$ cat src/rtl/core/sde_pkg.sv
// Types, constants and tables shared by the stereo de-esser modules.
package sde_pkg;

  localparam int SAMPLE_W   = 24;
  localparam int FILT_W     = 28;
  localparam int COEF_FRAC  = 22;
  localparam int LOG_BITS   = 8;
  localparam int LOG_SIZE   = 1 << LOG_BITS;
  localparam int STEP_W     = $clog2(LOG_BITS);
  localparam int CFG_IDX_W  = 4;
  localparam int CFG_DATA_W = 24;

  localparam logic [31:0] DB_PER_OCT = 32'd394566;
  localparam logic [31:0] OCT_PER_DB = 32'd10885;
  localparam int          FLOOR_DB   = -30720;
  localparam logic [30:0] UNITY      = 31'h4000_0000;
  localparam logic [16:0] UNIT_Q16   = 17'd65536;

  localparam logic signed [63:0] SMP_MAX  = (64'sd1 <<< (SAMPLE_W - 1)) - 64'sd1;
  localparam logic signed [63:0] SMP_MIN  = -SMP_MAX - 64'sd1;
  localparam logic signed [63:0] FILT_MAX = (64'sd1 <<< (FILT_W - 1)) - 64'sd1;
  localparam logic signed [63:0] FILT_MIN = -FILT_MAX - 64'sd1;

  typedef enum logic [CFG_IDX_W-1:0] {
    REG_BAND_B0       = 4'd0,
    REG_BAND_A1       = 4'd1,
    REG_BAND_A2       = 4'd2,
    REG_ATTACK_COEFF  = 4'd3,
    REG_RELEASE_COEFF = 4'd4,
    REG_THRESHOLD_DB  = 4'd5,
    REG_AMOUNT        = 4'd6,
    REG_MIX           = 4'd7
  } cfg_reg_e;

  typedef struct packed {
    logic        [21:0] band_b0;
    logic signed [23:0] band_a1;
    logic        [21:0] band_a2;
    logic        [16:0] attack_coeff;
    logic        [16:0] release_coeff;
    logic signed [14:0] threshold_db;
    logic        [16:0] amount;
    logic        [16:0] mix;
  } cfg_t;

  typedef struct packed {
    logic signed [SAMPLE_W-1:0] left;
    logic signed [SAMPLE_W-1:0] right;
  } pair_t;

  // 2^(-2^-i) in Q1.30 for the fraction bits of the gain exponent.
  localparam logic [30:0] EXP_STEPS [LOG_BITS] = '{
    31'd759250125, 31'd902905651, 31'd984625594, 31'd1028218693,
    31'd1050733751, 31'd1062175491, 31'd1067942999, 31'd1070838487
  };

  typedef logic [15:0] log_rom_t [LOG_SIZE];

  // log2(1 + idx/2^LOG_BITS) in Q0.16 by repeated squaring in Q1.30.
  function automatic logic [15:0] log_entry(input int unsigned idx);
    logic [63:0] x;
    logic [15:0] r;
    x = (64'd1 << 30) + (64'(idx) << (30 - LOG_BITS));
    r = '0;
    for (int i = 15; i >= 0; i--) begin
      x = (x * x) >> 30;
      if (x >= (64'd2 << 30)) begin
        x = x >> 1;
        r[i] = 1'b1;
      end
    end
    return r;
  endfunction

  function automatic log_rom_t build_log_rom();
    log_rom_t t;
    for (int i = 0; i < LOG_SIZE; i++) begin
      t[i] = log_entry(i);
    end
    return t;
  endfunction

  localparam log_rom_t LOG_ROM = build_log_rom();

  function automatic logic [16:0] clamp_unit(input logic [16:0] v);
    return (v > UNIT_Q16) ? UNIT_Q16 : v;
  endfunction

  function automatic logic signed [SAMPLE_W-1:0] sat_sample(input logic signed [63:0] v);
    logic signed [63:0] r;
    r = (v > SMP_MAX) ? SMP_MAX : ((v < SMP_MIN) ? SMP_MIN : v);
    return r[SAMPLE_W-1:0];
  endfunction

  function automatic logic signed [FILT_W-1:0] sat_filt(input logic signed [63:0] v);
    logic signed [63:0] r;
    r = (v > FILT_MAX) ? FILT_MAX : ((v < FILT_MIN) ? FILT_MIN : v);
    return r[FILT_W-1:0];
  endfunction

endpackage

$ cat src/rtl/core/sde_ifs.sv


interface sde_cfg_if import sde_pkg::*; ();
  logic                  valid;
  logic                  ready;
  logic [CFG_IDX_W-1:0]  index;
  logic [CFG_DATA_W-1:0] data;
  modport source (output valid, index, data, input ready);
  modport sink   (input valid, index, data, output ready);
endinterface

$ cat src/rtl/core/sde_cfg_regs.sv
// Configuration register file of the de-esser.
module sde_cfg_regs import sde_pkg::*; (
  input  logic      clk_i,
  input  logic      rst_ni,
  sde_cfg_if.sink   cfg_i,
  output cfg_t      cfg_o
);

  cfg_t regs_q;

  assign cfg_i.ready = 1'b1;
  assign cfg_o       = regs_q;

  always_ff @(posedge clk_i or negedge rst_ni) begin
    if (!rst_ni) begin
      regs_q.band_b0       <= 22'd630076;
      regs_q.band_a1       <= -24'sd5040590;
      regs_q.band_a2       <= 22'd2934170;
      regs_q.attack_coeff  <= 17'd6483;
      regs_q.release_coeff <= 17'd272;
      regs_q.threshold_db  <= -15'sd5120;
      regs_q.amount        <= 17'd32768;
      regs_q.mix           <= 17'd65536;
    end else if (cfg_i.valid) begin
      unique case (cfg_reg_e'(cfg_i.index))
        REG_BAND_B0:       regs_q.band_b0       <= cfg_i.data[21:0];
        REG_BAND_A1:       regs_q.band_a1       <= cfg_i.data[23:0];
        REG_BAND_A2:       regs_q.band_a2       <= cfg_i.data[21:0];
        REG_ATTACK_COEFF:  regs_q.attack_coeff  <= cfg_i.data[16:0];
        REG_RELEASE_COEFF: regs_q.release_coeff <= cfg_i.data[16:0];
        REG_THRESHOLD_DB:  regs_q.threshold_db  <= cfg_i.data[14:0];
        REG_AMOUNT:        regs_q.amount        <= cfg_i.data[16:0];
        REG_MIX:           regs_q.mix           <= cfg_i.data[16:0];
        default: ;
      endcase
    end
  end

endmodule

$ cat src/flat_wrapper.sv
// flat-port wrapper written by rule: the top's interface ports become plain ports
module sde_cfg_regs_flat import sde_pkg::*;
  (clk_i, rst_ni, cfg_o, cfg_i_valid, cfg_i_index, cfg_i_data, cfg_i_ready);
  sde_cfg_if cfg_i_i ();
  input  logic clk_i;
  input  logic rst_ni;
  output cfg_t cfg_o;
  input wire logic [$bits(cfg_i_i.valid)-1:0] cfg_i_valid;
  input wire logic [$bits(cfg_i_i.index)-1:0] cfg_i_index;
  input wire logic [$bits(cfg_i_i.data)-1:0] cfg_i_data;
  output wire logic [$bits(cfg_i_i.ready)-1:0] cfg_i_ready;
  assign cfg_i_i.valid = cfg_i_valid;
  assign cfg_i_i.index = cfg_i_index;
  assign cfg_i_i.data = cfg_i_data;
  assign cfg_i_ready = cfg_i_i.ready;
  sde_cfg_regs u_core (.clk_i(clk_i), .rst_ni(rst_ni), .cfg_i(cfg_i_i), .cfg_o(cfg_o));
endmodule
$ cat config.mk
export PLATFORM = sky130hd
export DESIGN_NAME = sde_cfg_regs_flat
export DESIGN_NICKNAME = d
export VERILOG_FILES = /design/src/rtl/core/sde_pkg.sv /design/src/rtl/core/sde_ifs.sv /design/src/rtl/core/sde_cfg_regs.sv /design/src/flat_wrapper.sv
export SDC_FILE = /design/constraint.sdc
export NUM_CORES = 1
export LEC_CHECK = 0
export BUFFER_PORTS_ARGS = -buffer_cell sky130_fd_sc_hd__buf_4
export CAP_MARGIN = 5
export CORE_MARGIN = 2
export CORE_UTILIZATION = 45
export CTS_CLUSTER_DIAMETER = 80
export DETAILED_ROUTE_END_ITERATION = 12
export PLACE_DENSITY = 0.75
export SLEW_MARGIN = 20
export SYNTH_ARGS = -nofsm -noshare
export SYNTH_HDL_FRONTEND = slang
export SYNTH_SLANG_ARGS = --single-unit
$ cat constraint.sdc
create_clock -name clk_i -period 0.8 [get_ports clk_i]
set_input_delay 0.16 -clock clk_i [delete_from_list [all_inputs] [get_ports clk_i]]
set_output_delay 0.16 -clock clk_i [all_outputs]
set_load 0.02 [all_outputs]
==> flow_summary.ini, run 1 <==
[status]
status = finished, violations left
violations = negative setup slack

[sta]
finalSetupTns_ns = -67.94
fin_crit_sh_pct = 157
fin_skew_ns = 0
worst_slack_ns = -0.458
finalSetupViolCount = 302
hold_viol = 0
max_freq_mhz = 795
rsz0062_at_grt = true
fin_hold_ws_ns = 0.0351
period_needed_ns = 1.26
slew_violations = 0

[placement]
hpwl_mm = 9.89
place.gp.congestion = 0.749
port_buffers = 181

[setup_path]
arrival_ns = 1.10
cp_slowest_stage_delay_ns = 0.56
path_delay_family = flip-flops
worst-setup-path-type = flop to output pin
worst-path-buf-inv = 1
worstSetupStartpointType = flop
crit_fanout = 2
setup.worst_path.end_class = output pin
crit_path_top_delay_cell = dfstp_2
cp_cell_sequence = buf_6
required_ns = 0.64

[power]
p_leak_nw = 4.96
ir_worst_vdd_v = 0.00234
pwr_density_cell_nw_per_um2 = 2950

[floorplanning]
ios = 183
dieArea_sq_um = 13700
die_h_microns = 117
rows = 41
start_util_pct = 45.9
die_x_microns = 117
coreArea_sq_um = 12600

[cts]
cts_tree = done
cts_sinks = 151
cts_root_buf = clkbuf_16
htreeDepth = 4
clk_latency_ns = 0.42
cts_buffers = 17
cts.path.max_buffers = 2
clk_pin_slew_ns = 0.06

[layout]
drive_gt1_share_pct = 82.5
layout.nets = 669
syn2layout_area_growth_pct = 78.2
n_fill_cell = 668
n_antenna_cell = 0
largest_reg_flops = 151

[synth]
yosys.cell_types.count = 21
netlist_top_cells_count = mux2_2, dfrtp_1, dfstp_2
yosysWarnings = 0
synth_edf_count = 0
synth_top_area_share_pct = 44.7
yosysMostFrequentCell = mux2_2
synth.top_cells.by_area = dfrtp_1, mux2_2, dfstp_2
yosysTopAreaCell = dfrtp_1
yosysSeqAreaShare_pct = 66.5
syn_inst = 330
ys.flop_type = dfrtp_1
ys_ff_latch = 151
async_flop_share_pct = 100
syn_avg_cell_area_sq_um = 17.5
synthesis.nets = 361
netlist_area_sq_um = 5770

[global_routing]
groute.usage.overall_pct = 27.0
overflow = 0
first_global_vias = 4459
antenna_found_initial = 0
grt_max_degree = 30
grt_pass1_wl_mm = 26.7

[route]
routed_wirelength_mm = 18.2
drt_pass1_iterations = 4
routed-via-count = 4107
via_per_inst = 4.99
drc = 0
wl_per_cell_microns = 22.1
dr.first_iter.drc_count = 186
ant_nets = 0

[flow_run]
drv_cap = 0

[min_path]
hold_class = input port to flop
==> cells in the final DEF, fill, tap and decap left out, drive strengths merged <==
cell type	instances
nor3b	2
dlygate4sd3	8
nand3	3
and2b	1
clkinv	4
dfstp	48
nand3b	1
clkbuf	25
nand2	3
nor2	2
conb	1
bufinv	2
mux2	151
clkinvlp	2
nand4	1
dfrtp	103
nor3	1
buf	293
==> logic make-up after synthesis <==
| kind of cell | count (synthesis) | synth area share, % |
|---|---|---|
| mux | 151 | 29.5 |
| flops | 151 | 66.5 |
| simple gates | 14 | 2.38 |
| buf+inv | 13 | 1.58 |
| other cells | 1 | 0.0650 |
==> per-stage QoR <==
step           worst slack [ns]  util (%)  instances  power [mW]  instance area (sq um)
2_1_floorplan            -0.453         -        330        15.1                   6070
3_5_place_dp             -0.573      62.9        702        19.0                   7900
4_1_cts                  -0.475      79.7        796        29.4                  10000
5_1_grt                  -0.494      81.8        823        31.5                  10300
3_3_place_gp             -0.579      62.9        702        18.8                   7900
6_report                 -0.458      81.8        823        30.3                  10300
==> routing by layer <==
layer	global-route usage, %	routed length [microns]	up-vias
met5	0	0	-
met2	46.2	9620	137
met3	9.27	1080	33
li1	-	-	1799
met4	8.31	421	0
met1	32.1	7070	2138
==> what timing repair did <==
action                     4_1_cts  5_1_grt
setup endpoints to repair      293      302
pin swaps                        6        7
hold endpoints to repair       128        0
hold buffers                     8        0
gates cloned                     9        0
resized for setup              224       37
setup buffers                   45       42
==> final timing paths <==
path                                     endpoint  cells past startpoint  slack (ns)             start
min in group asynchronous        u_core.cfg_o[88]                      2        0.17            rst_ni
worst min register to register   u_core.cfg_o[55]                      1        0.53  u_core.cfg_o[55]
max in group asynchronous        u_core.cfg_o[84]                      3        0.10            rst_ni
worst max register to register   u_core.cfg_o[15]                      3       -0.20  u_core.cfg_o[15]
worst max-delay path                    cfg_o[98]                      1       -0.46  u_core.cfg_o[98]
worst min-delay path            u_core.cfg_o[116]                      2        0.04    cfg_i_data[11]
==> where the power goes <==
group / total (mW) / switching (mW) / internal, mW / leakage, nW
clock: 8.02 / 3.04 / 4.98 / 0.292
combinational: 10.9 / 4.50 / 6.42 / 2.90
sequential: 11.4 / 1.51 / 9.86 / 1.77
total: 30.3 / 9.04 / 21.3 / 4.96
==> cell type report <==
| cell class | count | area, sq um | share of cell area (%) |
|---|---|---|---|
| Clock buffer | 24 | 502 | 4.88 |
| Clock inverter | 8 | 95.1 | 0.925 |
| Multi-Input combinational cell | 166 | 2200 | 21.4 |
| Sequential cell | 151 | 3840 | 37.3 |
| Tap cell | 172 | 215 | 2.09 |
| Timing Repair Buffer | 302 | 3440 | 33.4 |
(Power assumes the default switching activity.)
==> inputs of run 2 (changes only) <==
--- a/config.mk
+++ b/config.mk
@@ -12,6 +12,7 @@
 export CTS_CLUSTER_DIAMETER = 80
 export DETAILED_ROUTE_END_ITERATION = 12
 export PLACE_DENSITY = 0.75
+export SETUP_SLACK_MARGIN = 0.2
 export SLEW_MARGIN = 20
 export SYNTH_ARGS = -nofsm -noshare
 export SYNTH_HDL_FRONTEND = slang
==> run 2 against run 1 <==
Against the previous run:
- the run ends with negative hold slack, negative setup slack left
- count of clock-buffer cells in the layout unchanged
- register-to-register slack worse by 0.03 ns
- largest cell class unchanged
- final area is 1.5% higher
- critical endpoint unchanged
- power up 0.86%
- critical path depth stayed put
- routed wire length is 1.3% higher
==> flow_summary.ini, run 2 (same netlist as run 1, synthesis figures left out) <==
[status]
status = finished, violations left
violations = negative hold slack, negative setup slack

[cts]
cts_root_buf = clkbuf_16
cts_sinks = 151
cts_tree = done
clk_latency_ns = 0.42
cts.path.max_buffers = 2
clk_pin_slew_ns = 0.06
htreeDepth = 4
cts_buffers = 17

[min_path]
hold_class = input port to async pin

[floorplanning]
die_x_microns = 117
start_util_pct = 45.9
ios = 183
die_h_microns = 117
coreArea_sq_um = 12600
dieArea_sq_um = 13700
rows = 41

[route]
drc = 0
routed_wirelength_mm = 18.4
routed-via-count = 4165
via_per_inst = 5.00
dr.first_iter.drc_count = 200
ant_nets = 0
wl_per_cell_microns = 22.1
drt_pass1_iterations = 6

[global_routing]
antenna_found_initial = 0
groute.usage.overall_pct = 26.5
grt_pass1_wl_mm = 26.4
first_global_vias = 4552
grt_max_degree = 30
overflow = 0

[setup_path]
crit_path_top_delay_cell = dfstp_2
arrival_ns = 1.11
timing.rr.start = u_core.cfg_o[35]
worst-setup-path-type = flop to output pin
cp_cell_sequence = buf_6
reg2reg_setup_slack_ns = -0.23
r2r_cells = 3
r2r_end = u_core.cfg_o[35]
crit_fanout = 2
path_delay_family = flip-flops
worstSetupStartpointType = flop
required_ns = 0.64
worst-path-buf-inv = 1
setup.worst_path.end_class = output pin
cp_slowest_stage_delay_ns = 0.56

[sta]
fin_hold_ws_ns = -0.398
finalSetupTns_ns = -72.03
fin_skew_ns = 0
worst_slack_ns = -0.466
fin_crit_sh_pct = 158
period_needed_ns = 1.27
max_freq_mhz = 790
rsz0062_at_grt = true
hold_viol = 117
slew_violations = 0
finalSetupViolCount = 302

[power]
ir_worst_vdd_v = 0.00234
finalPower_mw = 30.6
pwr_density_cell_nw_per_um2 = 2930
p_leak_nw = 5.04

[layout]
final_cell_mix = buf_6, dfrtp_1, mux2_2
stdcell_area_sq_um = 10400
layout.nets = 679
final_core_util_pct = 83.0
multi_input_comb_area_sq_um = 2190
drive_gt1_share_pct = 84.0
n_antenna_cell = 0
fin_cells = 833
syn2layout_area_growth_pct = 80.8
layout.cells.most_common = buf_6
n_fill_cell = 616
largest_reg_flops = 151
seq_area_sq_um = 3840

[flow_run]
drv_cap = 0

[placement]
place_area_sq_um = 7900
place.gp.congestion = 0.749
dpl_worst_slack_ns = -0.573
port_buffers = 181
dp_cells = 702
hpwl_mm = 9.89
-- run 2: worst max path at each step --
stage	slack, ns	endpoint	startpoint	cells past startpoint
after floorplan	-0.45	u_core.cfg_o[39]	cfg_i_index[3]	4
after global placement	-0.58	u_core.cfg_o[46]	cfg_i_index[3]	5
after detailed placement	-0.57	u_core.cfg_o[40]	cfg_i_index[3]	5
after CTS	-0.47	cfg_o[109]	u_core.cfg_o[109]	1
after global routing	-0.49	cfg_o[98]	u_core.cfg_o[98]	1
final	-0.47	cfg_o[98]	u_core.cfg_o[98]	1
-- run 2: what timing repair did --
item | in CTS | in global routing
hold endpoints to repair | 128 | 121
pin swaps | 5 | 4
setup buffers | 50 | 40
endpoints found under the setup margin | 302 | 302
cloned | 9 | 0
resized for setup | 226 | 42
-- run 2: final cells by class --
| class | count | share of cell area (%) |
|---|---|---|
| multi-input combinational | 166 | 21.0 |
| timing repair buffer | 312 | 34.4 |
| sequential | 151 | 36.8 |
| tap | 172 | 2.06 |
| clock inverter | 8 | 0.911 |
| clock buffer | 24 | 4.81 |
-- run 2: per-layer routing --
layer  share of wire [%]  global-route usage (%)  vias to the layer above
li1                    -                       -                     1814
met3                 5.5                    9.06                       35
met2                  54                    44.3                      139
met1                  38                    32.0                     2177
met5                   0                       0                        -
met4                 2.2                    9.96                        0
-- run 2: power breakdown --
part	switching [mW]	leakage (nW)	internal, mW
sequential	1.50	1.77	9.86
combinational	4.57	2.98	6.62
clock	3.04	0.292	4.98
total	9.11	5.04	21.5
