===== config.mk =====
export PLATFORM = sky130hd
export DESIGN_NAME = sde_queue_flat
export DESIGN_NICKNAME = d
export VERILOG_FILES = /design/src/rtl/core/sde_pkg.sv /design/src/rtl/core/sde_ifs.sv /design/src/rtl/core/sde_queue.sv /design/src/flat_wrapper.sv
export SDC_FILE = /design/constraint.sdc
export NUM_CORES = 1
export LEC_CHECK = 0
export BUFFER_PORTS_ARGS = -buffer_cell sky130_fd_sc_hd__buf_4
export CAP_MARGIN = 20
export CORE_ASPECT_RATIO = 1.2
export CORE_MARGIN = 10
export CORE_UTILIZATION = 46
export DETAILED_ROUTE_END_ITERATION = 7
export PLACE_DENSITY = 0.72
export SYNTH_ARGS = -nofsm -noshare
export SYNTH_HDL_FRONTEND = slang
export SYNTH_SLANG_ARGS = --single-unit

===== constraint.sdc =====
create_clock -name clk_i -period 3.25 [get_ports clk_i]
set_input_delay 0.65 -clock clk_i [delete_from_list [all_inputs] [get_ports clk_i]]
set_output_delay 0.65 -clock clk_i [all_outputs]
set_load 0.005 [all_outputs]

===== src/rtl/core/sde_pkg.sv =====
// Types, constants and tables shared by the stereo de-esser modules.
package sde_pkg;

  localparam int SAMPLE_W   = 24;
  localparam int FILT_W     = 28;
  localparam int COEF_FRAC  = 22;
  localparam int LOG_BITS   = 8;
  localparam int LOG_SIZE   = 1 << LOG_BITS;
  localparam int STEP_W     = $clog2(LOG_BITS);
  localparam int CFG_IDX_W  = 4;
  localparam int CFG_DATA_W = 24;

  localparam logic [31:0] DB_PER_OCT = 32'd394566;
  localparam logic [31:0] OCT_PER_DB = 32'd10885;
  localparam int          FLOOR_DB   = -30720;
  localparam logic [30:0] UNITY      = 31'h4000_0000;
  localparam logic [16:0] UNIT_Q16   = 17'd65536;

  localparam logic signed [63:0] SMP_MAX  = (64'sd1 <<< (SAMPLE_W - 1)) - 64'sd1;
  localparam logic signed [63:0] SMP_MIN  = -SMP_MAX - 64'sd1;
  localparam logic signed [63:0] FILT_MAX = (64'sd1 <<< (FILT_W - 1)) - 64'sd1;
  localparam logic signed [63:0] FILT_MIN = -FILT_MAX - 64'sd1;

  typedef enum logic [CFG_IDX_W-1:0] {
    REG_BAND_B0       = 4'd0,
    REG_BAND_A1       = 4'd1,
    REG_BAND_A2       = 4'd2,
    REG_ATTACK_COEFF  = 4'd3,
    REG_RELEASE_COEFF = 4'd4,
    REG_THRESHOLD_DB  = 4'd5,
    REG_AMOUNT        = 4'd6,
    REG_MIX           = 4'd7
  } cfg_reg_e;

  typedef struct packed {
    logic        [21:0] band_b0;
    logic signed [23:0] band_a1;
    logic        [21:0] band_a2;
    logic        [16:0] attack_coeff;
    logic        [16:0] release_coeff;
    logic signed [14:0] threshold_db;
    logic        [16:0] amount;
    logic        [16:0] mix;
  } cfg_t;

  typedef struct packed {
    logic signed [SAMPLE_W-1:0] left;
    logic signed [SAMPLE_W-1:0] right;
  } pair_t;

  // 2^(-2^-i) in Q1.30 for the fraction bits of the gain exponent.
  localparam logic [30:0] EXP_STEPS [LOG_BITS] = '{
    31'd759250125, 31'd902905651, 31'd984625594, 31'd1028218693,
    31'd1050733751, 31'd1062175491, 31'd1067942999, 31'd1070838487
  };

  typedef logic [15:0] log_rom_t [LOG_SIZE];

  // log2(1 + idx/2^LOG_BITS) in Q0.16 by repeated squaring in Q1.30.
  function automatic logic [15:0] log_entry(input int unsigned idx);
    logic [63:0] x;
    logic [15:0] r;
    x = (64'd1 << 30) + (64'(idx) << (30 - LOG_BITS));
    r = '0;
    for (int i = 15; i >= 0; i--) begin
      x = (x * x) >> 30;
      if (x >= (64'd2 << 30)) begin
        x = x >> 1;
        r[i] = 1'b1;
      end
    end
    return r;
  endfunction

  function automatic log_rom_t build_log_rom();
    log_rom_t t;
    for (int i = 0; i < LOG_SIZE; i++) begin
      t[i] = log_entry(i);
    end
    return t;
  endfunction

  localparam log_rom_t LOG_ROM = build_log_rom();

  function automatic logic [16:0] clamp_unit(input logic [16:0] v);
    return (v > UNIT_Q16) ? UNIT_Q16 : v;
  endfunction

  function automatic logic signed [SAMPLE_W-1:0] sat_sample(input logic signed [63:0] v);
    logic signed [63:0] r;
    r = (v > SMP_MAX) ? SMP_MAX : ((v < SMP_MIN) ? SMP_MIN : v);
    return r[SAMPLE_W-1:0];
  endfunction

  function automatic logic signed [FILT_W-1:0] sat_filt(input logic signed [63:0] v);
    logic signed [63:0] r;
    r = (v > FILT_MAX) ? FILT_MAX : ((v < FILT_MIN) ? FILT_MIN : v);
    return r[FILT_W-1:0];
  endfunction

endpackage


===== src/rtl/core/sde_ifs.sv =====
// Handshake interfaces for the sample, result and configuration channels.
interface sde_in_if import sde_pkg::*; ();
  logic                       valid;
  logic                       ready;
  logic signed [SAMPLE_W-1:0] left_in;
  logic signed [SAMPLE_W-1:0] right_in;
  modport source (output valid, left_in, right_in, input ready);
  modport sink   (input valid, left_in, right_in, output ready);
endinterface



===== src/rtl/core/sde_queue.sv =====
// Front end: accepts sample pairs into a short queue ahead of the processing core.
module sde_queue import sde_pkg::*; #(
  parameter int DEPTH = 2
) (
  input  logic    clk_i,
  input  logic    rst_ni,
  sde_in_if.sink  in_ch_i,
  output logic    valid_o,
  output pair_t   data_o,
  input  logic    pop_i
);

  localparam int PW = (DEPTH > 1) ? $clog2(DEPTH) : 1;
  localparam int CW = $clog2(DEPTH + 1);

  pair_t          mem_q [DEPTH];
  logic [PW-1:0]  wr_q, rd_q;
  logic [CW-1:0]  cnt_q;
  logic           push, pop;

  assign in_ch_i.ready = (cnt_q != CW'(DEPTH));
  assign push          = in_ch_i.valid && in_ch_i.ready;
  assign valid_o       = (cnt_q != '0);
  assign pop           = pop_i && valid_o;
  assign data_o        = mem_q[rd_q];

  always_ff @(posedge clk_i) begin
    if (push) begin
      mem_q[wr_q] <= '{left: in_ch_i.left_in, right: in_ch_i.right_in};
    end
  end

  always_ff @(posedge clk_i or negedge rst_ni) begin
    if (!rst_ni) begin
      wr_q  <= '0;
      rd_q  <= '0;
      cnt_q <= '0;
    end else begin
      if (push) begin
        wr_q <= (wr_q == PW'(DEPTH - 1)) ? '0 : wr_q + PW'(1);
      end
      if (pop) begin
        rd_q <= (rd_q == PW'(DEPTH - 1)) ? '0 : rd_q + PW'(1);
      end
      if (push && !pop) begin
        cnt_q <= cnt_q + CW'(1);
      end else if (pop && !push) begin
        cnt_q <= cnt_q - CW'(1);
      end
    end
  end

endmodule


===== src/flat_wrapper.sv =====
// flat-port wrapper written by rule: the top's interface ports become plain ports
module sde_queue_flat import sde_pkg::*;
#(
  parameter int DEPTH = 2
)
  (clk_i, rst_ni, valid_o, data_o, pop_i, in_ch_i_valid, in_ch_i_left_in, in_ch_i_right_in, in_ch_i_ready);
  sde_in_if in_ch_i_i ();
  input  logic clk_i;
  input  logic rst_ni;
  output logic valid_o;
  output pair_t data_o;
  input  logic pop_i;
  input wire logic [$bits(in_ch_i_i.valid)-1:0] in_ch_i_valid;
  input wire logic [$bits(in_ch_i_i.left_in)-1:0] in_ch_i_left_in;
  input wire logic [$bits(in_ch_i_i.right_in)-1:0] in_ch_i_right_in;
  output wire logic [$bits(in_ch_i_i.ready)-1:0] in_ch_i_ready;
  assign in_ch_i_i.valid = in_ch_i_valid;
  assign in_ch_i_i.left_in = in_ch_i_left_in;
  assign in_ch_i_i.right_in = in_ch_i_right_in;
  assign in_ch_i_ready = in_ch_i_i.ready;
  sde_queue #(.DEPTH(DEPTH)) u_core (.clk_i(clk_i), .rst_ni(rst_ni), .in_ch_i(in_ch_i_i), .valid_o(valid_o), .data_o(data_o), .pop_i(pop_i));
endmodule

==> results of run 1 <==
## worst max-delay path: stages, from the launching register on
cell                      delay (ps)
sky130_fd_sc_hd__dfrtp_2         710
sky130_fd_sc_hd__buf_12          290
sky130_fd_sc_hd__mux2_2          370
sky130_fd_sc_hd__buf_4           140
## area by class of cell
cell class / instances / area [µm²]
multi-input combinational: 61 / 677
clock buffer: 11 / 131
fill: 562 / 2950
tap: 92 / 115
sequential: 100 / 2980
timing repair buffer: 106 / 808
clock inverter: 5 / 85.1
inverter: 1 / 3.75
## sequential cells by signal (all words and copies together), names as in the netlist
name and cells:
u_core.rd_q 1, u_core.wr_q 1, u_core.cnt_q 2, u_core.mem_q 96
## cell usage after synthesis, drive strengths merged
| master | instances |
|---|---|
| xor2 | 2 |
| dfrtp | 4 |
| nor2 | 2 |
| buf | 5 |
| inv | 1 |
| mux2 | 48 |
| xnor2 | 3 |
| ha | 1 |
| and3 | 1 |
| nand2 | 2 |
| or2 | 1 |
| nand2b | 1 |
| edfxtp | 96 |
## worst min-delay path by stage
| stage | start | endpoint | slack [ps] | cells past startpoint |
|---|---|---|---|---|
| floorplan | rst_ni | u_core.cnt_q[0] | 350 | 0 |
| global placement | rst_ni | u_core.cnt_q[0] | 450 | 1 |
| detailed placement | rst_ni | u_core.cnt_q[0] | 450 | 1 |
| CTS | rst_ni | u_core.cnt_q[0] | 60 | 1 |
| global route | rst_ni | u_core.cnt_q[0] | 50 | 1 |
| finish | rst_ni | u_core.cnt_q[1] | 70 | 1 |
## where the power goes
group	switching, W	total, W	leakage (nW)	internal, W
sequential	0.000133	0.00190	0.937	0.00176
clock	0.000405	0.000844	0.104	0.000439
combinational	0.000547	0.00131	0.797	0.000766
total	0.00109	0.00405	1.84	0.00297
## routing by layer
layer  routed length, µm  part of all wire (%)  up-vias
met5                   0                     0        -
met3                 639                   8.7        7
met4                  74                   1.0        0
met2                3660                    50       75
li1                    -                     -      873
met1                2960                    40      899
## through the flow
stage	std cells	area [µm²]	setup WS [ps]	hold slack (ps)
after floorplan	167	3700	41.9	354
after global placement	360	4590	1110	449
after detailed placement	360	4590	1090	452
after CTS	376	4800	686	57.8
after global routing	376	4800	628	49.8
final	376	4800	731	73.4
## kinds of logic (layout without fill, tap and decap cells)
| kind of cell | count (synthesis) | after routing |
|---|---|---|
| XOR/XNOR | 5 | 5 |
| adder cells (fa/ha/maj) | 1 | 1 |
| buffers and inverters | 6 | 123 |
| flip-flops | 100 | 100 |
| multiplexers | 48 | 48 |
| AND/OR/NAND/NOR | 7 | 7 |
==> flow_summary.ini, run 1 <==
[power_and_ir_drop]
leakage_component_of_the_power_nw = 1.84
power.density_cell_area_nw_per_um2 = 843
worst_ir_drop_vdd_mv = 0.607
post-layout-total-power_w = 0.00405

[clock_network]
cts_setup_buffers = 0
post_cts_hold_buffer_count = 0
number_of_buffers_inserted_during_clock_tree_synthesis = 9
clk_pin_slew_ps = 90
clock_latency_of_the_later_clocked_register_in_the_worst_skew_pair_ps = 350
ctsResizeCount = 0
clock-root-buffer = sky130_fd_sc_hd__clkbuf_8
maximum_clock_path_buffer_count = 2
cts_tree = built
clock_sink_count = 100
htree_levels = 3

[outcome]
status = complete, no violations

[timing]
slew_viol_final = 0
unrepaired_setup_endpoints_after_global_routing = no
setup_total_negative_slack_ps = 0
fin_crit_sh_pct = 77.5
tightestPinTransition_ps = 632
finalSetupViolCount = 0
maxClockFrequency_mhz = 397
fin_skew_ps = 7.17
period_needed_ps = 2520
slew_headroom_pct = 57.9
timing_hold_violations_final = 0

[floorplanning]
die_width_um = 102
die_height_um = 118
io-pin-count = 102
die_area_um2 = 12100
floorplan.initialDensity_pct = 47.8
core.rowCount = 35
core_area_um2 = 7750

[critical_path]
setup.worst_path.start_class = register
kind_of_critical_path = register to output pin
rr_startpoint = u_core.cnt_q[0]
endpoint = data_o[31]
crit_path_start = u_core.rd_q
rr_endpoint = u_core.mem_q[1][3]
crit_required_ps = 2600
worstPathMaxFanout = 29
arrival_ps = 1870
worst-r2r-cell-count = 3
timing.critical_path.to_type = output pin
timing.reg2reg.setup_slack_ps = 1360

[detailed_routing]
wirelength_um = 7330
route.vias.total = 1854
final_antenna_net_count = 0
drt_pass1_iterations = 4
detail_route.vias_per_cell = 4.93
detail_route.wl_per_cell_um = 19.5
detail_route.iter0.violations = 101
drt_drc_violations_left = 0

[synthesis]
synth_adder_area_share_pct = 0.338
synth_cell_area_um2 = 3700
synth_simple_gate_area_share_pct = 0.912
synthDistinctLibCells = 16
synth-compound-area-share_pct = 0
synth.ff_latch_count = 100
post_synth.cell_area_avg_um2 = 22.2
yosysTopAreaCellShare_pct = 77.8
yosys-mux-area-fraction_pct = 15.6
leading_cell_types_by_total_area_after_synthesis = sky130_fd_sc_hd__edfxtp_1 (78%), sky130_fd_sc_hd__mux2_2 (12%), sky130_fd_sc_hd__mux2_4 (4.1%)
synthXorXnorAreaFrac_pct = 1.18
synth_top_family_by_area = multiplexers
yosysWarningCount = 0
postSynthCellCount = 167
synth_nets = 220
seq_area_frac_synth_pct = 80.5
yosysTopAreaCell = sky130_fd_sc_hd__edfxtp_1

[layout]
commonest_cells_after_routing_fill_and_taps_aside = sky130_fd_sc_hd__buf_4 (105), sky130_fd_sc_hd__edfxtp_1 (96), sky130_fd_sc_hd__mux2_2 (38)
num-nets-final = 332
area_growth_syn_to_layout_pct = 29.7
num_antenna_cells = 0
layout.cells.most_common = sky130_fd_sc_hd__buf_4
final_core_util_pct = 62.0
fraction_of_final_layout_cells_sized_beyond_drive_strength_1_pct = 60.6

[global_route]
grt.met1_usage_pct = 14.0
grt_first_pass_wirelength_um = 11200
gr-usage-met2_pct = 19.9
antenna_found_initial = 0
gr-max-usage-layer = met2
grtUsageTotal_pct = 12.1
via_count_of_the_first_global_routing_pass = 2054
groute.layer.met3.usage_pct = 5.30
grt.overflow.total = 0
grt_max_degree = 30

[placed_design]
place_hpwl_um = 5300
numPortBuffers = 101
globalplace.congestion = 0.706

[worst_hold_path]
min_path_type = input pin to async pin

[flow_run]
max_cap_viol_count = 0
No activity file was read; power rests on OpenSTA's default activity.
==> run 2: changes to the inputs <==
Settings changed: ABC_AREA set to 1.
Clock period 3.25 ns to 2.1 ns, I/O delays scaled along.
==> run 2 against run 1 <==
  * Non-clock buffer count increased by 1
  * Cell area about the same
  * Area after synthesis increased by 0.37%
  * Largest cell class unchanged
  * Power increased by 55%
  * Clock skew increased by 6.2 ps
  * Via count increased by 23%
  * Final cell count increased by 28%
  * Register-to-register slack got worse by 820 ps
==> flow_summary.ini, run 2 <==
[outcome]
status = complete, no violations

[synthesis]
number_of_enable_flip_flop_cells_after_synthesis = 96
yosysTopAreaCell = sky130_fd_sc_hd__edfxtp_1
synth_cell_area_um2 = 3720
postSynth.asyncResetShare_pct = 4.00
yosysWarningCount = 0
yosysTopAreaCellShare_pct = 77.5
ys_dominant_reg_cell = sky130_fd_sc_hd__edfxtp_1
leading_cell_types_by_total_area_after_synthesis = sky130_fd_sc_hd__edfxtp_1 (78%), sky130_fd_sc_hd__nand2_1 (16%), sky130_fd_sc_hd__dfrtp_1 (2.7%)
synth_nets = 333
post_synth.cell_area_avg_um2 = 13.3
synthDistinctLibCells = 14
postSynthCellCount = 280
seq_area_frac_synth_pct = 80.2
synth.ff_latch_count = 100
synth.most_common_cell = sky130_fd_sc_hd__nand2_1
synth_commonest_cells = sky130_fd_sc_hd__nand2_1 (154), sky130_fd_sc_hd__edfxtp_1 (96), sky130_fd_sc_hd__buf_2 (7)

[timing]
finalSetupViolCount = 0
setup_total_negative_slack_ps = 0
tightestPinTransition_ps = 322
fin_crit_sh_pct = 92.3
maxClockFrequency_mhz = 516
unrepaired_setup_endpoints_after_global_routing = no
slew_headroom_pct = 78.6
final_critical_path_setup_slack_ps = 162
timing_hold_violations_final = 0
slew_viol_final = 0
period_needed_ps = 1940
fin_skew_ps = 13.4

[clock_network]
maximum_clock_path_buffer_count = 2
htree_levels = 3
cts_tree = built
clock-root-buffer = sky130_fd_sc_hd__clkbuf_8
clock_sink_count = 100
clk_pin_slew_ps = 100
number_of_buffers_inserted_during_clock_tree_synthesis = 9
ctsResizeCount = 0
clock_latency_of_the_later_clocked_register_in_the_worst_skew_pair_ps = 350

[floorplanning]
core_area_um2 = 7790
core.rowCount = 35
io-pin-count = 102
floorplan.initialDensity_pct = 47.7
die_height_um = 118
die_area_um2 = 12100
die_width_um = 102

[placed_design]
dpl_cell_area_um2 = 4610
place_hpwl_um = 5300
detailedPlace.worstSlack_ps = 504
globalplace.congestion = 0.663
numPortBuffers = 101

[detailed_routing]
drt_drc_violations_left = 0
detail_route.wl_per_cell_um = 15.9
detail_route.iter0.violations = 88
drt_pass1_iterations = 4
route.vias.total = 2282
wirelength_um = 7660
final_antenna_net_count = 0
detail_route.vias_per_cell = 4.73

[global_route]
grt_max_degree = 50
via_count_of_the_first_global_routing_pass = 2399
grt_first_pass_wirelength_um = 12000
grt.overflow.total = 0
antenna_found_initial = 0
grtUsageTotal_pct = 12.8

[power_and_ir_drop]
power.density_cell_area_nw_per_um2 = 1310
power_frac_comb_pct = 35.3
netSwitchingFraction_pct = 31.6
leakage_component_of_the_power_nw = 2.07
worst_ir_drop_vdd_mv = 0.613
netSwitchingPower_w = 0.00198
clkPwrFrac_pct = 18.6
internal_power_w = 0.00429
power_frac_seq_pct = 46.1

[layout]
commonest_cells_after_routing_fill_and_taps_aside = sky130_fd_sc_hd__nand2_1 (154), sky130_fd_sc_hd__buf_4 (103), sky130_fd_sc_hd__edfxtp_1 (96)
area_growth_syn_to_layout_pct = 29.2
num_antenna_cells = 0
largest-register = u_core.mem_q
final_design_area_no_fill_um2 = 4800
largest_register_ff_count = 96
layout.cells.most_common = sky130_fd_sc_hd__nand2_1
biggestRegsByFlops = u_core.mem_q: 96 flops, u_core.cnt_q: 2 flops
num-nets-final = 440
fraction_of_final_layout_cells_sized_beyond_drive_strength_1_pct = 31.8

[critical_path]
arrival_ps = 1520
crit_path_start = u_core.rd_q
timing.critical_path.slowest_stage_cell = sky130_fd_sc_hd__dfrtp_2
worstPathMaxFanout = 49
kind_of_critical_path = register to output pin
timing.critical_path.mode_cell = sky130_fd_sc_hd__nand2_1
timing.critical_path.to_type = output pin
timing.critical_path.cells = inv_2 > buf_12 > nand2_1 > nand2_1 > buf_4
crit_required_ps = 1680
rr_startpoint = u_core.cnt_q[0]
setup.worst_path.start_class = register
cpPeakStageDelay_ps = 540
timing.reg2reg.setup_slack_ps = 540

[flow_run]
max_cap_viol_count = 0

[worst_hold_path]
min_path_type = input pin to register
holdCritStartpoint = in_ch_i_right_in[6]
-- run 2: power by group through the flow --
stage / Sequential (W) / Combinational [W] / Clock, W
floorplan: 0.00287 / 0.00113 / 0
global placement: 0.00292 / 0.00226 / 0
detailed placement: 0.00294 / 0.00230 / 0
CTS: 0.00290 / 0.00231 / 0.00120
global route: 0.00294 / 0.00249 / 0.00130
finish: 0.00289 / 0.00222 / 0.00117
-- run 2: worst paths after layout --
| kind | to | cells after the start |
|---|---|---|
| worst max-delay path | data_o[34] | 5 |
| max in group asynchronous | u_core.rd_q | 2 |
| worst min register to register | u_core.cnt_q[0] | 1 |
| min in group asynchronous | u_core.wr_q | 2 |
| worst max register to register | u_core.cnt_q[1] | 9 |
| worst min-delay path | u_core.mem_q[0][6] | 1 |
-- run 2: layout make-up --
class	instances	area [µm²]
inverters	7	26.3
clock buffers	9	124
multi-input cells	162	647
clock inverters	5	62.6
repair buffers	107	843
flip-flops and latches	100	2980
well taps	92	115
fillers	651	2990
-- run 2: cells by family (layout without fill, tap and decap cells) --
kind of cell,count (synthesis),in the layout,synth area share [%]
XOR/XNOR,2,2,0.471
buffers and inverters,18,128,2.76
flip-flops,100,100,80.2
AND/OR/NAND/NOR,159,159,16.2
adder cells (fa/ha/maj),1,1,0.337
-- run 2: timing repair --
item,4_1_cts,5_1_grt
hold buffers,1,0
buffers inserted,0,0
endpoints found under the hold margin,4,0
-- run 2: critical path, delay by kind of cell (launching register included) --
| kind | cells | cell delay (ps) |
|---|---|---|
| flops | 1 | 540 |
| buf+inv | 3 | 460 |
| simple gates | 2 | 170 |
-- run 2: stage by stage --
step	util, %	hold slack (ps)	total power, W	std cells
3_5_place_dp	59.1	223	0.00524	467
5_1_grt	61.6	218	0.00673	482
6_report	61.6	248	0.00627	482
2_1_floorplan	-	124	0.00400	280
3_3_place_gp	59.1	223	0.00518	467
4_1_cts	61.6	234	0.00640	482
-- run 2: metal layers --
layer  wire length (µm)  global-route usage [%]  share of wire (%)  vias to the layer above
li1                   -                       -                  -                     1144
met1               2940                    13.2                 38                     1061
met2               3960                    22.4                 52                       68
met3                659                    5.77                8.6                        9
met4                 96                    3.80                1.3                        0
met5                  0                       0                  0                        -
==> run 3: changes to the inputs <==
Settings changed: ABC_AREA 1 to not set.
==> run 3 against run 2 <==
  * Cell area is 0.31% lower
  * Power is 2.8% lower
  * Critical path depth is 2 lower
  * Sequential power hardly changed
  * Hold slack better by 3.4 ps
  * Fmax is 3.9% lower
==> flow_summary.ini, run 3 (synthesized netlist as in run 1, its figures left out) <==
[timing]
period_needed_ps = 2020
tightestPinTransition_ps = 359
unrepaired_setup_endpoints_after_global_routing = no
fin_crit_sh_pct = 96.1
hold-worst-slack_ps = 251
maxClockFrequency_mhz = 496
slew_viol_final = 0
finalSetupViolCount = 0
timing_hold_violations_final = 0
setup_total_negative_slack_ps = 0
slew_headroom_pct = 76.1
fin_skew_ps = 7.77

[critical_path]
timing.reg2reg.setup_slack_ps = 580
worstPathMaxFanout = 25
timing.critical_path.to_type = output pin
kind_of_critical_path = register to output pin
setup.worst_path.start_class = register
crit_required_ps = 1680
arrival_ps = 1600

[global_route]
via_count_of_the_first_global_routing_pass = 2138
grtUsageTotal_pct = 12.1
antenna_found_initial = 0
grt_max_degree = 27
grt.overflow.total = 0
grt_first_pass_wirelength_um = 11200

[detailed_routing]
final_antenna_net_count = 0
detail_route.iter0.violations = 90
route.vias.total = 1884
drt_pass1_iterations = 4
wirelength_um = 7240
detail_route.wl_per_cell_um = 19.2
drt_drc_violations_left = 0
detail_route.vias_per_cell = 5.00

[flow_run]
max_cap_viol_count = 0

[power_and_ir_drop]
power.density_cell_area_nw_per_um2 = 1270
post-layout-total-power_w = 0.00610
worst_ir_drop_vdd_mv = 0.633
leakage_component_of_the_power_nw = 1.83

[floorplanning]
die_area_um2 = 12100
die_width_um = 102
core_area_um2 = 7750
die_height_um = 118
core.rowCount = 35
floorplan.initialDensity_pct = 47.8
io-pin-count = 102

[layout]
num_antenna_cells = 0
commonest_cells_after_routing_fill_and_taps_aside = sky130_fd_sc_hd__buf_4 (106), sky130_fd_sc_hd__edfxtp_1 (96), sky130_fd_sc_hd__mux2_2 (38)
fill_cells = 568
multi_input_gate_area_in_the_final_layout_um2 = 677
area_growth_syn_to_layout_pct = 29.3
final_design_area_no_fill_um2 = 4790
largest-register = u_core.mem_q
largest_register_ff_count = 96
fraction_of_final_layout_cells_sized_beyond_drive_strength_1_pct = 60.4
layout.cells.most_common = sky130_fd_sc_hd__buf_4
biggestRegsByFlops = u_core.mem_q: 96 flops, u_core.cnt_q: 2 flops
area.sequential_um2 = 2980
layout.cells.non_filler = 377
num-nets-final = 334

[placed_design]
globalplace.congestion = 0.692
place_hpwl_um = 5260
numPortBuffers = 101
dpl_cell_area_um2 = 4600
place.detailed.instances = 361

[clock_network]
htree_levels = 3
clock-root-buffer = sky130_fd_sc_hd__clkbuf_8
clk_pin_slew_ps = 90
cts_tree = built
maximum_clock_path_buffer_count = 2
number_of_buffers_inserted_during_clock_tree_synthesis = 9
clock_sink_count = 100
clock_latency_of_the_later_clocked_register_in_the_worst_skew_pair_ps = 350
ctsResizeCount = 0

[outcome]
status = complete, no violations

[worst_hold_path]
min_path_type = input pin to register
==> run 3: per-layer routing <==
metal	GRT usage, %	up-vias	routed length (µm)
met5	0	-	0
met1	12.6	923	2850
met2	20.1	76	3580
li1	-	876	-
met3	6.06	9	709
met4	5.04	0	104
==> run 3: critical path: stages, from the launching register on <==
cell and delay, ps:
sky130_fd_sc_hd__dfrtp_2 390, sky130_fd_sc_hd__buf_4 330, sky130_fd_sc_hd__mux2_2 380, sky130_fd_sc_hd__buf_4 140
==> run 3: repair_timing <==
action | in CTS | in global routing
endpoints found under the setup margin | 0 | 0
hold buffers | 1 | 0
setup buffers | 0 | 0
hold endpoints to repair | 4 | 0
==> run 3: through the flow <==
stage / util (%) / worst slack (ps)
CTS: 61.8 / 36.4
global placement: 59.3 / 442
global route: 61.8 / 9.77
floorplan: - / 296
finish: 61.8 / 82.9
detailed placement: 59.3 / 426
==> run 3: path summary, 6_finish.rpt <==
check	startpoint	end	cells past startpoint
min in group asynchronous	rst_ni	u_core.rd_q	2
worst max register to register	u_core.cnt_q[0]	u_core.cnt_q[1]	6
worst min register to register	u_core.cnt_q[1]	u_core.cnt_q[1]	1
max in group asynchronous	rst_ni	u_core.rd_q	2
worst min-delay path	in_ch_i_left_in[1]	u_core.mem_q[1][25]	1
worst max-delay path	u_core.rd_q	data_o[47]	3
==> run 3: power by group <==
group | switching [W] | internal, W | leakage, nW | total [W]
sequential | 0.000130 | 0.00273 | 0.937 | 0.00286
combinational | 0.000900 | 0.00120 | 0.806 | 0.00210
clock | 0.000604 | 0.000539 | 0.0858 | 0.00114
==> run 3: layout make-up <==
cell class                      count  share of cell area [%]
Inverter                            1                  0.0784
Sequential cell                   100                    62.3
Clock inverter                      5                    1.12
Tap cell                           92                    2.40
Multi-Input combinational cell     61                    14.1
Clock buffer                       10                    2.67
Timing Repair Buffer              108                    17.3
